--- src/hdl/imutm_pkg.sv ---
// ----------------------------------------------------------------------------
// imutm_pkg: shared types and constants
// sample widths, stream packing and the control bundle of the imu filter
// ----------------------------------------------------------------------------
package imutm_pkg;

  localparam int SAMPLE_W  = 16;
  localparam int NUM_AXES  = 6;
  localparam int NUM_ACCEL = 3;
  localparam int TDATA_W   = SAMPLE_W * NUM_AXES;

  // configuration register indexes
  typedef enum logic [0:0] {
    CFG_APPLY_ACCEL = 1'b0,
    CFG_APPLY_GYRO  = 1'b1
  } cfg_reg_t;

  // load enables for the history line and the per-axis pipeline stages
  typedef struct packed {
    logic hist_shift;
    logic ld_win;
    logic ld_sum;
    logic ld_mag;
    logic ld_prod;
    logic ld_out;
  } imutm_ctrl_t;

endpackage

--- src/hdl/imutm_axis.sv ---
// ----------------------------------------------------------------------------
// imutm_axis: one axis of the trimmed-mean filter
// sample history, window min/max/sum tree, constant divide and output select
// ----------------------------------------------------------------------------
module imutm_axis
  import imutm_pkg::*;
#(
  parameter int WINDOW_LEN = 5
) (
  input  logic                       clk,
  input  imutm_ctrl_t                ctrl,
  input  logic                       sel_filt,
  input  logic signed [SAMPLE_W-1:0] din,
  output logic signed [SAMPLE_W-1:0] dout
);

  localparam int HIST_LEN = WINDOW_LEN - 1;
  localparam int DIV      = WINDOW_LEN - 2;
  localparam int LVLS     = $clog2(WINDOW_LEN);
  localparam int TREE_N   = 1 << LVLS;
  localparam int SUM_W    = SAMPLE_W + $clog2(WINDOW_LEN);
  localparam int MAG_W    = SAMPLE_W - 1 + $clog2(DIV + 1);
  // reciprocal with enough fraction bits that floor(mag * RECIP >> SHIFT) is exact
  localparam int SHIFT    = MAG_W + $clog2(DIV);
  localparam int RECIP_W  = SHIFT + 1;
  localparam longint RECIP_L = ((longint'(1) << SHIFT) + longint'(DIV) - 1) / longint'(DIV);
  localparam logic [RECIP_W-1:0] RECIP = RECIP_W'(RECIP_L);
  localparam int PROD_W   = MAG_W + RECIP_W;

  logic signed [SAMPLE_W-1:0] hist [HIST_LEN];
  logic signed [SAMPLE_W-1:0] win  [WINDOW_LEN];
  logic signed [SAMPLE_W-1:0] raw_win, raw_sum, raw_mag, raw_prod;
  logic signed [SUM_W-1:0]    sum_r;
  logic signed [SAMPLE_W-1:0] mx_r, mn_r;
  logic                       neg_mag, neg_prod;
  logic [MAG_W-1:0]           mag_r;
  logic [PROD_W-1:0]          prod_r;

  logic signed [SAMPLE_W-1:0] mx_t [TREE_N];
  logic signed [SAMPLE_W-1:0] mn_t [TREE_N];
  logic signed [SUM_W-1:0]    sm_t [TREE_N];
  logic signed [SUM_W-1:0]    trim;
  logic [SUM_W-1:0]           trim_abs;
  logic [SAMPLE_W-1:0]        quot;
  logic signed [SAMPLE_W-1:0] filt;

  // history line, oldest at index 0
  always_ff @(posedge clk) begin
    if (ctrl.hist_shift) begin
      for (int i = 0; i < HIST_LEN - 1; i++) begin
        hist[i] <= hist[i+1];
      end
      hist[HIST_LEN-1] <= din;
    end
  end

  // window snapshot
  always_ff @(posedge clk) begin
    if (ctrl.ld_win) begin
      for (int i = 0; i < HIST_LEN; i++) begin
        win[i] <= hist[i];
      end
      win[WINDOW_LEN-1] <= din;
      raw_win <= din;
    end
  end

  // pairwise max / min / sum tree, padded to a power of two
  always_comb begin
    for (int i = 0; i < TREE_N; i++) begin
      if (i < WINDOW_LEN) begin
        mx_t[i] = win[i];
        mn_t[i] = win[i];
        sm_t[i] = SUM_W'(win[i]);
      end else begin
        mx_t[i] = win[0];
        mn_t[i] = win[0];
        sm_t[i] = '0;
      end
    end
    for (int l = 0; l < LVLS; l++) begin
      for (int i = 0; i < (TREE_N >> (l + 1)); i++) begin
        mx_t[i] = (mx_t[2*i] > mx_t[2*i+1]) ? mx_t[2*i] : mx_t[2*i+1];
        mn_t[i] = (mn_t[2*i] < mn_t[2*i+1]) ? mn_t[2*i] : mn_t[2*i+1];
        sm_t[i] = sm_t[2*i] + sm_t[2*i+1];
      end
    end
  end

  always_ff @(posedge clk) begin
    if (ctrl.ld_sum) begin
      sum_r   <= sm_t[0];
      mx_r    <= mx_t[0];
      mn_r    <= mn_t[0];
      raw_sum <= raw_win;
    end
  end

  // trimmed sum as sign and magnitude
  always_comb begin
    trim     = sum_r - SUM_W'(mx_r) - SUM_W'(mn_r);
    trim_abs = trim[SUM_W-1] ? SUM_W'(-trim) : SUM_W'(trim);
  end

  always_ff @(posedge clk) begin
    if (ctrl.ld_mag) begin
      neg_mag <= trim[SUM_W-1];
      mag_r   <= trim_abs[MAG_W-1:0];
      raw_mag <= raw_sum;
    end
  end

  // divide by the constant via reciprocal multiply
  always_ff @(posedge clk) begin
    if (ctrl.ld_prod) begin
      prod_r   <= PROD_W'(mag_r) * PROD_W'(RECIP);
      neg_prod <= neg_mag;
      raw_prod <= raw_mag;
    end
  end

  // truncation toward zero: negate the floored magnitude
  always_comb begin
    quot = prod_r[SHIFT +: SAMPLE_W];
    filt = neg_prod ? -$signed(quot) : $signed(quot);
  end

  always_ff @(posedge clk) begin
    if (ctrl.ld_out) begin
      dout <= sel_filt ? filt : raw_prod;
    end
  end

endmodule

--- config.mk ---
export PLATFORM = sky130hd
export DESIGN_NAME = imutm_axis
export DESIGN_NICKNAME = d
export VERILOG_FILES = /design/src/hdl/imutm_pkg.sv /design/src/hdl/imutm_axis.sv
export SDC_FILE = /design/constraint.sdc
export NUM_CORES = 1
export LEC_CHECK = 0
export ABC_AREA = 1
export BUFFER_PORTS_ARGS = -buffer_cell sky130_fd_sc_hd__buf_2
export CAP_MARGIN = 20
export CORE_MARGIN = 5
export CORE_UTILIZATION = 55
export CTS_CLUSTER_DIAMETER = 100
export DETAILED_ROUTE_END_ITERATION = 7
export PLACE_DENSITY = 0.7
export REMOVE_ABC_BUFFERS = 1
export SYNTH_ARGS = -nofsm -noshare
export SYNTH_HDL_FRONTEND = slang
export SYNTH_SLANG_ARGS = --single-unit
--- constraint.sdc ---
create_clock -name clk -period 7.7 [get_ports clk]
set_input_delay 0.385 -clock clk [delete_from_list [all_inputs] [get_ports clk]]
set_output_delay 0.385 -clock clk [all_outputs]
set_load 0.02 [all_outputs]
==> run metrics <==
Period Utilization, post-route=0.939; Vias=15600; DR vias/cell=5.46; Final nets=2767; area growth from synthesis to layout=8.66%; vias in the first global route=16000; first-pass GRT wire length=85000 um; Clock Sinks=294; #FFs+latches synth=294; IO Count=40; Period minus WS final=7.23 ns; Netlist cell types=50; Reg area=8830 sq um; final hold violation count=0; largest area contributor in the netlist=edfxtp_1; top post-synthesis cells by count=nand2_1, inv_1, ha_1, edfxtp_1, o21ai_0; worst skew pair latency=0.58 ns; number of diodes=0; WS Path Type=reg -> reg; Post-Syn Instances=2224; area of the core=40800 sq um; DIE HEIGHT=213 um; # DRC=0; drt wl/cell=18.4 um; critical-path maximum fanout=32; synth top area cells=edfxtp_1, ha_1, fa_1; Std-Cell Rows=74; area taken by multi-input logic gates=12400 sq um; fin. max-slew vios=0; largest net degree at the start of global routing=68; Post-synth EDFFs=294; layout cells sized above 1=0.0760; Setup crit start kind=flop; # H-tree levels=1; Arrival @ worst endpoint=7.51 ns; Overflow after GRT=0; CP most frequent cell=nand2_2; clock-pin transition on the worst setup and hold timing paths=0.06 ns; die area=45400 sq um; post-synth top area share=0.389; Die Width=213 um; Min-Delay Path Class=in -> reg; post-route insts no fill=2847; total clock buffers created by CTS=30; Placed Cells=2775; GRT Total Usage=0.239; asr flop ratio synth=0; Worst Skew=0.0271 ns; DRT iter0 DRCs=986; Setup Viol. Count Final=0; number of fill cells=3413; most numerous cell in the Yosys netlist=nand2_1; Max stage delay on crit path=0.46 ns; Yosys warnings=0; Mean Syn Cell Area=10.2 sq um; max-capacitance violation count=0; worst-margin pin slew=0.894 ns; CTS Buffer Depth=3; setup tns final=0 ns; Max-slew headroom=0.404; routability cong.=0.987; Final Core Density=0.604; DR pass1 iterations=6; unrepaired setup endpoints after global routing=no; HPWL after DPL=43300 um; PortBufs=39; sequential cell area fraction in the yosys report=0.389; Post-DRT Antenna Nets=0; initial antenna violation count=0; Critical Path RT=7.98 ns; CTS tree=yes; status=completed; dominant synthesized flop cell=edfxtp_1; Achievable Freq=138 MHz; Detailed Route WL=52500 um; crit end category=flop; CP max-delay cell=o21ai_1; Initial Util=0.556; Root Driver=clkbuf_16; Mapped Area=22700 sq um
==> routing by layer <==
metal	GRT usage	vias to the layer above	routed length (um)	share of wire
met4	0.0673	0	1690	0.032
li1	-	7680	-	-
met5	0	-	0	0
met3	0.0250	93	2230	0.043
met2	0.428	355	26700	0.51
met1	0.309	7424	21900	0.42
==> per-stage QoR <==
step                hold WS (ns)  worst slack, ns  instance area [sq um]
floorplan                  0.400           0.0583                  22500
global placement           0.400            0.324                  23500
detailed placement         0.405            0.339                  23500
CTS                        0.209            0.318                  24600
global route               0.225           0.0937                  24700
finish                     0.221            0.468                  24700
==> logic make-up after synthesis <==
| kind of cell | share of synthesized area |
|---|---|
| buffers and inverters | 0.0630 |
| xor gates and xnor gates | 0.0293 |
| adders and majority gates | 0.299 |
| and+or+nand+nor | 0.128 |
| DFF | 0.389 |
| AOI/OAI and AO/OA | 0.0914 |
==> repair_timing <==
item | in CTS | in global routing
hold buffers | 16 | 0
gates resized for setup | 0 | 7
buffers inserted | 0 | 0
endpoints found under the setup margin | 0 | 32
hold endpoints to repair | 31 | 0
==> state kept, by name, summed over array words and instances, names as in the netlist, 17 cells and up <==
signal	count
win	64
hist	64
sum_r	19
mag_r	17
==> cells in the final DEF, fill, tap and decap left out, drive strengths merged, types with 7 or more instances in the layout <==
cell	n
nor3	18
nand3	84
nand2	423
nand3b	8
xor2	46
clkinv	12
nor2	92
ha	301
o21bai	8
a211oi	7
o21ai	208
a21oi	123
inv	326
edfxtp	294
fa	151
clkinvlp	7
buf	60
dlygate4sd3	16
a21o	9
xnor2	30
clkbuf	37
nand4	15
==> area by class of cell <==
cell class,count,share of cell area
Clock buffer,37,0.0324
Clock inverter,19,0.00680
Inverter,328,0.0501
Multi-Input combinational cell,1561,0.505
Sequential cell,294,0.358
Tap cell,532,0.0270
Timing Repair Buffer,76,0.0209
==> critical path, delay by kind of cell, from the launching register on <==
family                   cells  cell delay [ns]
AO/OA/AOI/OAI               13             3.10
adder cells (fa/ha/maj)      3             1.07
buffers and inverters        4             0.94
flip-flops                   1             0.43
AND/OR/NAND/NOR             12             1.40
==> worst paths after layout <==
kind,to,slack (ns),depth (start not counted),startpoint
max reg2reg,mx_r[1],0.47,32,win[0][63]
min,raw_win[12],0.22,1,ctrl[4]
min reg2reg,win[0][0],0.42,0,hist[0][0]
max,mx_r[1],0.47,32,win[0][63]
Power is left out: the tool's default activity adds up to more than one toggle a clock period on the data nets, which glitch-free logic cannot reach.
